### config.mk
export PLATFORM = sky130hd
export DESIGN_NAME = uart_regs_with_text_terminal
export DESIGN_NICKNAME = d
export VERILOG_FILES = /design/src/rtl/core/urt_pkg.sv /design/src/rtl/core/uart_regs_with_text_terminal.sv /design/src/rtl/core/urt_rx_fifo.sv /design/src/rtl/core/urt_term.sv
export SDC_FILE = /design/constraint.sdc
export NUM_CORES = 2
export LEC_CHECK = 0
export BUFFER_PORTS_ARGS = -buffer_cell sky130_fd_sc_hd__clkbuf_2
export CORE_MARGIN = 1.5
export CORE_UTILIZATION = 56
export CTS_BUF_LIST = sky130_fd_sc_hd__clkbuf_16
export DETAILED_ROUTE_END_ITERATION = 10
export PLACE_DENSITY_LB_ADDON = 0.15
export SYNTH_ARGS = -nofsm -noshare
export SYNTH_HDL_FRONTEND = slang
export SYNTH_SLANG_ARGS = --single-unit
### constraint.sdc
create_clock -name clk_i -period 4.55 [get_ports clk_i]
set_input_delay 0.2275 -clock clk_i [delete_from_list [all_inputs] [get_ports clk_i]]
set_output_delay 0.2275 -clock clk_i [all_outputs]
set_load 0.005 [all_outputs]
### src/rtl/core/urt_pkg.sv
// Shared types and constants for the UART register block with text terminal.
// No dependencies; every other file of the block imports this package.
package urt_pkg;

  // Receive FIFO geometry.
  localparam int unsigned FIFO_DEPTH = 256;
  localparam int unsigned FIFO_AW    = (FIFO_DEPTH > 2) ? $clog2(FIFO_DEPTH) : 1;
  localparam int unsigned FIFO_CW    = $clog2(FIFO_DEPTH + 1);

  // Terminal geometry.
  localparam int unsigned TERM_COLS = 80;
  localparam int unsigned TERM_ROWS = 25;
  localparam int unsigned COL_W     = $clog2(TERM_COLS + 1);
  localparam int unsigned ROW_W     = $clog2(TERM_ROWS + 1);

  // Field widths of the stream items.
  localparam int unsigned ACTION_W  = 2;
  localparam int unsigned OFFSET_W  = 4;
  localparam int unsigned BYTE_W    = 8;
  localparam int unsigned RDATA_W   = 16;
  localparam int unsigned OUT_ROW_W = 5;
  localparam int unsigned OUT_COL_W = 7;
  localparam int unsigned IN_DATA_W  = 16;
  localparam int unsigned OUT_DATA_W = 40;

  // Item kinds.
  localparam logic [ACTION_W-1:0] ACT_KEY   = 2'd0;
  localparam logic [ACTION_W-1:0] ACT_READ  = 2'd1;
  localparam logic [ACTION_W-1:0] ACT_WRITE = 2'd2;

  // Register offsets.
  localparam logic [OFFSET_W-1:0] OFF_DATA   = 4'h0;
  localparam logic [OFFSET_W-1:0] OFF_STATUS = 4'h6;
  localparam logic [OFFSET_W-1:0] OFF_LSR    = 4'hC;

  // Read values of the status registers.
  localparam logic [RDATA_W-1:0] STATUS_READY = 16'hFFFF;
  localparam logic [RDATA_W-1:0] STATUS_IDLE  = 16'h0000;
  localparam logic [RDATA_W-1:0] LSR_READY    = 16'h0C07;
  localparam logic [RDATA_W-1:0] LSR_IDLE     = 16'h0C03;

  // Control characters.
  localparam logic [BYTE_W-1:0] CHAR_LF = 8'd10;
  localparam logic [BYTE_W-1:0] CHAR_CR = 8'd13;

  typedef struct packed {
    logic push;
    logic pop;
  } fifo_ctrl_t;

  typedef struct packed {
    logic waiting;
    logic full;
  } fifo_stat_t;

  typedef struct packed {
    logic [ROW_W-1:0] row;
    logic [COL_W-1:0] col;
    logic             scrolled;
  } term_res_t;

endpackage

### src/rtl/core/uart_regs_with_text_terminal.sv
// UART register block: receive FIFO, bus registers and terminal cursor tracking.
// An accepted item passes through stage one and then the result register before it
// is offered. Throughput: one item per cycle while the output is not stalled; the result
// stage and a holding stage in front of it let one more item in while a result
// waits. Reset (rst_ni low, asynchronous) empties the FIFO, homes the cursor and
// drops both pipeline stages. Depends on urt_pkg, urt_rx_fifo and urt_term.
module uart_regs_with_text_terminal (
  input  logic                           clk_i,
  input  logic                           rst_ni,
  // Input item stream.
  input  logic                           s_axis_tvalid,
  output logic                           s_axis_tready,
  // tdata, low bit up: offset[3:0], data[11:4], zero fill [15:12].
  input  logic [urt_pkg::IN_DATA_W-1:0]  s_axis_tdata,
  // tuser: action[1:0] (key byte, bus read or bus write).
  input  logic [urt_pkg::ACTION_W-1:0]   s_axis_tuser,
  // Result item stream.
  output logic                           m_axis_tvalid,
  input  logic                           m_axis_tready,
  // tdata, low bit up: read_data[15:0], tx_valid[16], tx_byte[24:17],
  // cursor_row[29:25], cursor_col[36:30], scrolled[37], rx_overflow[38],
  // zero fill [39].
  output logic [urt_pkg::OUT_DATA_W-1:0] m_axis_tdata
);
  import urt_pkg::*;

  // Input decode. All state (FIFO pointers, cursor) updates at the edge that
  // accepts the item, so the next item sees the updated state.
  logic                accept;
  logic [OFFSET_W-1:0] in_offset;
  logic [BYTE_W-1:0]   in_data;
  logic                is_key, is_read, is_tx;
  fifo_ctrl_t          fifo_ctrl;
  fifo_stat_t          fifo_stat;
  logic [BYTE_W-1:0]   fifo_rdata;
  term_res_t           term_res;
  logic [RDATA_W-1:0]  reg_rdata;

  assign accept    = s_axis_tvalid && s_axis_tready;
  assign in_offset = s_axis_tdata[OFFSET_W-1:0];
  assign in_data   = s_axis_tdata[OFFSET_W +: BYTE_W];
  assign is_key    = accept && (s_axis_tuser == ACT_KEY);
  assign is_read   = accept && (s_axis_tuser == ACT_READ);
  assign is_tx     = accept && (s_axis_tuser == ACT_WRITE) && (in_offset == OFF_DATA);

  assign fifo_ctrl.push = is_key;
  assign fifo_ctrl.pop  = is_read && (in_offset == OFF_DATA);

  urt_rx_fifo u_rx_fifo (
    .clk_i   (clk_i),
    .rst_ni  (rst_ni),
    .ctrl_i  (fifo_ctrl),
    .data_i  (in_data),
    .stat_o  (fifo_stat),
    .rdata_o (fifo_rdata)
  );

  urt_term u_term (
    .clk_i  (clk_i),
    .rst_ni (rst_ni),
    .put_i  (is_tx),
    .char_i (in_data),
    .res_o  (term_res)
  );

  // Status registers read from the fill state before this item's update.
  always_comb begin
    reg_rdata = '0;
    unique case (in_offset)
      OFF_STATUS: reg_rdata = fifo_stat.waiting ? STATUS_READY : STATUS_IDLE;
      OFF_LSR:    reg_rdata = fifo_stat.waiting ? LSR_READY : LSR_IDLE;
      default:    reg_rdata = '0;
    endcase
  end

  // Stage one holds the decoded result; the popped byte arrives from the
  // FIFO's read register at the same edge.
  logic                 s1_valid_q;
  logic                 s1_pop_q;
  logic [RDATA_W-1:0]   s1_rdata_q;
  logic                 s1_tx_q;
  logic [BYTE_W-1:0]    s1_byte_q;
  logic [OUT_ROW_W-1:0] s1_row_q;
  logic [OUT_COL_W-1:0] s1_col_q;
  logic                 s1_scroll_q;
  logic                 s1_ovf_q;
  logic                 s1_advance;

  // Stage two is the result register on the output port.
  logic                  s2_valid_q;
  logic [OUT_DATA_W-1:0] s2_data_q;
  logic [OUT_DATA_W-1:0] s2_data_d;

  assign s1_advance    = s1_valid_q && (!s2_valid_q || m_axis_tready);
  assign s_axis_tready = !s1_valid_q || s1_advance;

  always_ff @(posedge clk_i or negedge rst_ni) begin
    if (!rst_ni) begin
      s1_valid_q <= 1'b0;
      s2_valid_q <= 1'b0;
    end else begin
      if (accept) begin
        s1_valid_q <= 1'b1;
      end else if (s1_advance) begin
        s1_valid_q <= 1'b0;
      end
      if (s1_advance) begin
        s2_valid_q <= 1'b1;
      end else if (m_axis_tready) begin
        s2_valid_q <= 1'b0;
      end
    end
  end

  always_ff @(posedge clk_i) begin
    if (accept) begin
      s1_pop_q    <= fifo_ctrl.pop && fifo_stat.waiting;
      s1_rdata_q  <= is_read ? reg_rdata : '0;
      s1_tx_q     <= is_tx;
      s1_byte_q   <= is_tx ? in_data : '0;
      s1_row_q    <= OUT_ROW_W'(term_res.row);
      s1_col_q    <= OUT_COL_W'(term_res.col);
      s1_scroll_q <= term_res.scrolled;
      s1_ovf_q    <= is_key && fifo_stat.full;
    end
    if (s1_advance) begin
      s2_data_q <= s2_data_d;
    end
  end

  always_comb begin
    s2_data_d = '0;
    s2_data_d[RDATA_W-1:0] = s1_pop_q ? RDATA_W'(fifo_rdata) : s1_rdata_q;
    s2_data_d[16]          = s1_tx_q;
    s2_data_d[24:17]       = s1_byte_q;
    s2_data_d[29:25]       = s1_row_q;
    s2_data_d[36:30]       = s1_col_q;
    s2_data_d[37]          = s1_scroll_q;
    s2_data_d[38]          = s1_ovf_q;
  end

  assign m_axis_tvalid = s2_valid_q;
  assign m_axis_tdata  = s2_data_q;

  // A stalled result stage keeps the held item waiting in stage one.
  assert property (@(posedge clk_i) disable iff (!rst_ni)
    (s1_valid_q && s2_valid_q && !m_axis_tready) |=> s1_valid_q)
    else $error("stage one item lost under backpressure");

  // No input is taken while stage one is blocked.
  assert property (@(posedge clk_i) disable iff (!rst_ni)
    (s1_valid_q && !s1_advance) |-> !s_axis_tready)
    else $error("input taken while stage one blocked");

  // A transmitted byte and a read value never share one result.
  assert property (@(posedge clk_i) disable iff (!rst_ni)
    s1_valid_q |-> !(s1_tx_q && (s1_pop_q || (s1_rdata_q != '0))))
    else $error("result mixes transmit and read");

endmodule

### src/rtl/core/urt_rx_fifo.sv
// Receive FIFO of key bytes with a registered read port.
// Depends on urt_pkg.
module urt_rx_fifo (
  input  logic                          clk_i,
  input  logic                          rst_ni,
  input  urt_pkg::fifo_ctrl_t           ctrl_i,
  input  logic [urt_pkg::BYTE_W-1:0]    data_i,
  output urt_pkg::fifo_stat_t           stat_o,
  output logic [urt_pkg::BYTE_W-1:0]    rdata_o
);
  import urt_pkg::*;

  logic [BYTE_W-1:0]  mem [FIFO_DEPTH];
  logic [FIFO_AW-1:0] wr_ptr_q, wr_ptr_d;
  logic [FIFO_AW-1:0] rd_ptr_q, rd_ptr_d;
  logic [FIFO_CW-1:0] count_q, count_d;
  logic [BYTE_W-1:0]  rdata_q;
  logic               do_push, do_pop;

  assign stat_o.waiting = (count_q != '0);
  assign stat_o.full    = (count_q == FIFO_CW'(FIFO_DEPTH));

  // A push into a full FIFO is dropped, a pop from an empty one does nothing.
  assign do_push = ctrl_i.push && !stat_o.full;
  assign do_pop  = ctrl_i.pop && stat_o.waiting;

  always_comb begin
    wr_ptr_d = wr_ptr_q;
    rd_ptr_d = rd_ptr_q;
    count_d  = count_q;
    if (do_push) begin
      wr_ptr_d = (wr_ptr_q == FIFO_AW'(FIFO_DEPTH - 1)) ? '0 : wr_ptr_q + 1'b1;
      count_d  = count_q + 1'b1;
    end
    if (do_pop) begin
      rd_ptr_d = (rd_ptr_q == FIFO_AW'(FIFO_DEPTH - 1)) ? '0 : rd_ptr_q + 1'b1;
      count_d  = count_q - 1'b1;
    end
  end

  always_ff @(posedge clk_i or negedge rst_ni) begin
    if (!rst_ni) begin
      wr_ptr_q <= '0;
      rd_ptr_q <= '0;
      count_q  <= '0;
    end else begin
      wr_ptr_q <= wr_ptr_d;
      rd_ptr_q <= rd_ptr_d;
      count_q  <= count_d;
    end
  end

  always_ff @(posedge clk_i) begin
    if (do_push) begin
      mem[wr_ptr_q] <= data_i;
    end
    if (do_pop) begin
      rdata_q <= mem[rd_ptr_q];
    end
  end

  assign rdata_o = rdata_q;

  // The fill level never passes the depth.
  assert property (@(posedge clk_i) disable iff (!rst_ni)
    count_q <= FIFO_CW'(FIFO_DEPTH))
    else $error("rx fifo count above depth");

  // A push alone raises the fill level by exactly one.
  assert property (@(posedge clk_i) disable iff (!rst_ni)
    (do_push && !do_pop) |=> (count_q == $past(count_q) + 1'b1))
    else $error("rx fifo count did not follow a push");

  // A pop alone lowers the fill level by exactly one.
  assert property (@(posedge clk_i) disable iff (!rst_ni)
    (do_pop && !do_push) |=> (count_q == $past(count_q) - 1'b1))
    else $error("rx fifo count did not follow a pop");

endmodule

### src/rtl/core/urt_term.sv
// Cursor tracking of the character terminal: line feed, wrap and scroll.
// Depends on urt_pkg.
module urt_term (
  input  logic                       clk_i,
  input  logic                       rst_ni,
  input  logic                       put_i,
  input  logic [urt_pkg::BYTE_W-1:0] char_i,
  output urt_pkg::term_res_t         res_o
);
  import urt_pkg::*;

  logic [ROW_W-1:0] row_q, row_d;
  logic [COL_W-1:0] col_q, col_d;
  logic [ROW_W-1:0] row_step;
  logic [COL_W-1:0] col_step;
  logic             scrolled;

  always_comb begin
    row_step = row_q;
    col_step = col_q;
    scrolled = 1'b0;
    if (put_i) begin
      if (char_i == CHAR_LF) begin
        col_step = '0;
        row_step = row_q + 1'b1;
      end else if (char_i != CHAR_CR) begin
        col_step = col_q + 1'b1;
      end
      // A full row wraps to the start of the next one.
      if (col_step >= COL_W'(TERM_COLS)) begin
        col_step = '0;
        row_step = row_q + 1'b1;
      end
    end
    row_d = row_step;
    col_d = col_step;
    // Past the bottom line the screen moves up and the cursor stays on it.
    if (row_step >= ROW_W'(TERM_ROWS)) begin
      row_d    = ROW_W'(TERM_ROWS - 1);
      scrolled = 1'b1;
    end
  end

  always_ff @(posedge clk_i or negedge rst_ni) begin
    if (!rst_ni) begin
      row_q <= '0;
      col_q <= '0;
    end else begin
      row_q <= row_d;
      col_q <= col_d;
    end
  end

  assign res_o.row      = row_d;
  assign res_o.col      = col_d;
  assign res_o.scrolled = scrolled;

  // The cursor always stays on the screen.
  assert property (@(posedge clk_i) disable iff (!rst_ni)
    (row_q < ROW_W'(TERM_ROWS)) && (col_q < COL_W'(TERM_COLS)))
    else $error("terminal cursor off screen");

  // A scroll leaves the cursor on the bottom line.
  assert property (@(posedge clk_i) disable iff (!rst_ni)
    scrolled |=> (row_q == ROW_W'(TERM_ROWS - 1)))
    else $error("terminal scroll left cursor off bottom line");

  // Without a character the cursor does not move.
  assert property (@(posedge clk_i) disable iff (!rst_ni)
    !put_i |=> ($stable(row_q) && $stable(col_q)))
    else $error("terminal cursor moved without a character");

endmodule
==> results.json <==
{
  "criticalPathCategory": "flip-flop to flip-flop",
  "initial_core_util_pct": 56.4,
  "rsz0062_at_grt": "no",
  "worstPathRequired_ns": 5.21,
  "stdcell_area_um2": 94300,
  "antenna_left": 0,
  "switchingPower_mw": 9.90,
  "yosysUniqueCellTypes": 70,
  "clk_pin_slew_ns": 0.06,
  "grt_pass1_wl_um": 292000,
  "met3_usage_pct": 5.44,
  "fin_crit_ns": 4.08,
  "drive_gt1_share_pct": 26.1,
  "use_met2_pct": 42.2,
  "clockRootBuffer": "clkbuf_16",
  "place.gp.congestion": 0.877,
  "dr.pass1.iters": 5,
  "cp_max_fo": 32,
  "core_area_um2": 148000,
  "max-clock-path-buffers": 3,
  "postSynth.asyncResetShare_pct": 1.81,
  "worst_pin_slew_ns": 1.20,
  "cp.arrival_ns": 4.74,
  "fin_tns_setup_ns": 0,
  "setup_viol": 0,
  "report.final.slew_viol_count": 0,
  "dp.cells": 5934,
  "start_kind": "flip-flop",
  "vias": 41100,
  "cp_common_cell": "a211oi_1",
  "ys.warnings.count": 0,
  "grt_overflow": 0,
  "skew_ns": 0.0286,
  "endpoint_kind": "flip-flop",
  "cts_buffers": 209,
  "rows": 141,
  "fin_crit_sh_pct": 89.7,
  "drc": 0,
  "max_stage_delay_ns": 0.81,
  "seqPwrFrac_pct": 50.3,
  "fin_util_pct": 63.8,
  "fp.dieW_um": 389,
  "dp_hpwl_um": 127000,
  "avgSynthCellArea_um2": 21.2,
  "grt_usage_pct": 27.1,
  "cap_viol_max_count": 0,
  "critPathTopFamily": "compound AO/OA/AOI/OAI gates",
  "layout_commonest_cell": "edfxtp_1",
  "clock_sinks": 2155,
  "peakVddDrop_uv": 422,
  "synth_edf_count": 2116,
  "synthCells": 3931,
  "critPathBufInv": 2,
  "finalPower_mw": 43.8,
  "wl_per_cell_um": 31.9,
  "place_area_um2": 87300,
  "max_freq_mhz": 245,
  "cp_slowest_cell": "dfrtp_4",
  "syn-num-nets": 3968,
  "grt_pass1_vias": 41400,
  "syn_to_final_growth_pct": 13.0,
  "relSlewSlack_pct": 20.0,
  "clkPwrFrac_pct": 38.6,
  "finalHoldViolations": 0,
  "die_y_um": 389,
  "yosysSeqAreaShare_pct": 77.3,
  "mostFrequentLayoutCells": "edfxtp_1 (2116), mux4_2 (493), nor2_1 (301)",
  "power.density_nw_per_um2": 465,
  "cts-htree-levels": 4,
  "nNetsFinal": 4276,
  "dieArea_um2": 151000,
  "synth-seq-cells": 2155,
  "dr.first_iter.drc_count": 5004,
  "instances_no_fill": 6345,
  "status": "complete, no violations",
  "path_cells": "buf_12, nand2b_1, o22ai_1, a221oi_1, a211oi_1, a311oi_1, a2111oi_0, buf_4, a211oi_1",
  "grt_max_degree": 209,
  "comb_power_share_pct": 11.1,
  "cts_tree": "done",
  "portBuffers": 58,
  "routed_wl_um": 202000,
  "p_int_mw": 33.9,
  "antenna_found_initial": 5,
  "p_sw_share_pct": 22.6,
  "postCtsSetupBuffers": 0,
  "via_per_inst": 6.48,
  "hold_class": "primary input to flip-flop",
  "synth-main-ff-cell": "edfxtp_1",
  "synthesis.area_um2": 83400,
  "clk_latency_ns": 0.85,
  "ios": 64,
  "power.leakage_nw": 29.5,
  "grt_most_used_layer": "met2",
  "grtUsageMet1_pct": 39.3
}
-- logic make-up (layout without fill, tap and decap cells) --
group / after synthesis / after routing / share of synthesized area, %
multiplexers: 552 / 552 / 14.3
AND/OR/NAND/NOR: 530 / 530 / 2.83
XOR/XNOR: 24 / 24 / 0.252
buffers and inverters: 252 / 734 / 1.64
adder cells (fa/ha/maj): 15 / 15 / 0.234
other: 1 / 3 / 0.00450
AO/OA/AOI/OAI: 402 / 402 / 3.42
flip-flops: 2155 / 2155 / 77.3
-- state kept, by name, summed over array words and instances (netlist names), 5 cells and up --
register / cells
s1_col_q: 7
u_rx_fifo.wr_ptr_q: 8
u_rx_fifo.count_q: 9
u_rx_fifo.rd_ptr_q: 8
s1_row_q: 5
u_rx_fifo.rdata_o: 8
u_term.row_q: 5
u_rx_fifo.mem: 2048
u_term.col_q: 7
s1_byte_q: 8
m_axis_tdata: 33
-- power groups by stage --
stage	logic [mW]	clock network, mW	registers (mW)
CTS	4.94	17.1	22.1
detailed placement	4.91	0	22.5
finish	4.86	16.9	22.1
floorplan	3.43	0	22.4
global route	5.18	17.8	22.1
global placement	4.85	0	22.5
-- worst register-to-register path: stages, from the launching register on --
cell and delay (ns):
dfrtp_4 0.81, buf_12 0.34, nand2b_1 0.81, o22ai_1 0.18, a221oi_1 0.34, a211oi_1 0.19, a311oi_1 0.70, a2111oi_0 0.20
buf_4 0.20, a211oi_1 0.15
-- through the flow --
stage                     worst slack [ns]  hold slack (ns)
after floorplan                      0.965          -0.0681
after global placement               0.597            0.179
after detailed placement             0.585            0.178
after CTS                            0.570          0.00536
after global routing                 0.305           0.0932
final                                0.468           0.0656
-- synth_stat cells (all sizes together) (2+ instances only) --
master	instances	area share, %
xnor2	11	0.12
a211oi	11	0.099
nand2	69	0.31
mux4	505	14
nor3	23	0.14
or2	4	0.030
a2111oi	5	0.060
nand2b	10	0.075
or3	5	0.037
a21o	4	0.036
o311ai	3	0.032
and3	6	0.045
a221oi	39	0.44
nand3	35	0.21
ha	14	0.21
a211o	2	0.021
nor4	11	0.082
nand4	8	0.060
o31a	4	0.042
mux2	23	0.31
clkbuf	112	0.50
mux2i	24	0.29
a41oi	2	0.021
a31oi	5	0.037
xor2	13	0.14
edfxtp	2116	76
a21oi	75	0.45
buf	128	1.1
or3b	2	0.021
dfrtp	39	1.2
inv	12	0.054
and4	2	0.021
nand3b	4	0.036
o22ai	49	0.37
o21ai	31	0.19
o211ai	2	0.018
a22oi	119	1.1
nor2	302	1.4
o221ai	2	0.021
or4	13	0.12
a22o	34	0.36
nor2b	20	0.15
o31ai	3	0.027
and2	12	0.090
-- layout make-up --
cell class                      count  area [µm²]
Antenna cell                        2        5.00
Clock buffer                      214        5360
Clock inverter                    171        1350
Fill cell                        9914       53500
Inverter                           12        45.0
Multi-Input combinational cell   1524       17700
Sequential cell                  2155       64500
Tap cell                         1930        2410
Timing Repair Buffer              337        2940
-- final timing paths --
check | start | end | slack (ns) | cells after the start
hold reg to reg | s1_col_q[4] | m_axis_tdata[34] | 0.42 | 0
hold / removal | s_axis_tuser[0] | u_term.col_q[4] | 0.07 | 5
min in group asynchronous | rst_ni | u_rx_fifo.wr_ptr_q[3] | 0.57 | 4
max in group asynchronous | rst_ni | u_term.row_q[0] | 2.95 | 4
setup / recovery | u_rx_fifo.rd_ptr_q[0] | u_rx_fifo.rdata_o[6] | 0.47 | 9
setup reg to reg | u_rx_fifo.rd_ptr_q[0] | u_rx_fifo.rdata_o[6] | 0.47 | 9
-- repair_timing --
| action | in CTS | in global routing |
|---|---|---|
| hold buffers | 24 | 0 |
| setup endpoints to repair | 0 | 0 |
| gates resized for setup | 0 | 0 |
| hold endpoints to repair | 410 | 0 |
-- layer usage --
| metal | share of wire [%] | routed length (µm) |
|---|---|---|
| met1 | 40 | 80600 |
| met5 | 0 | 0 |
| met2 | 48 | 96500 |
| met4 | 3.0 | 6150 |
| met3 | 9.4 | 19100 |
No activity file was read; power rests on OpenSTA's default activity.
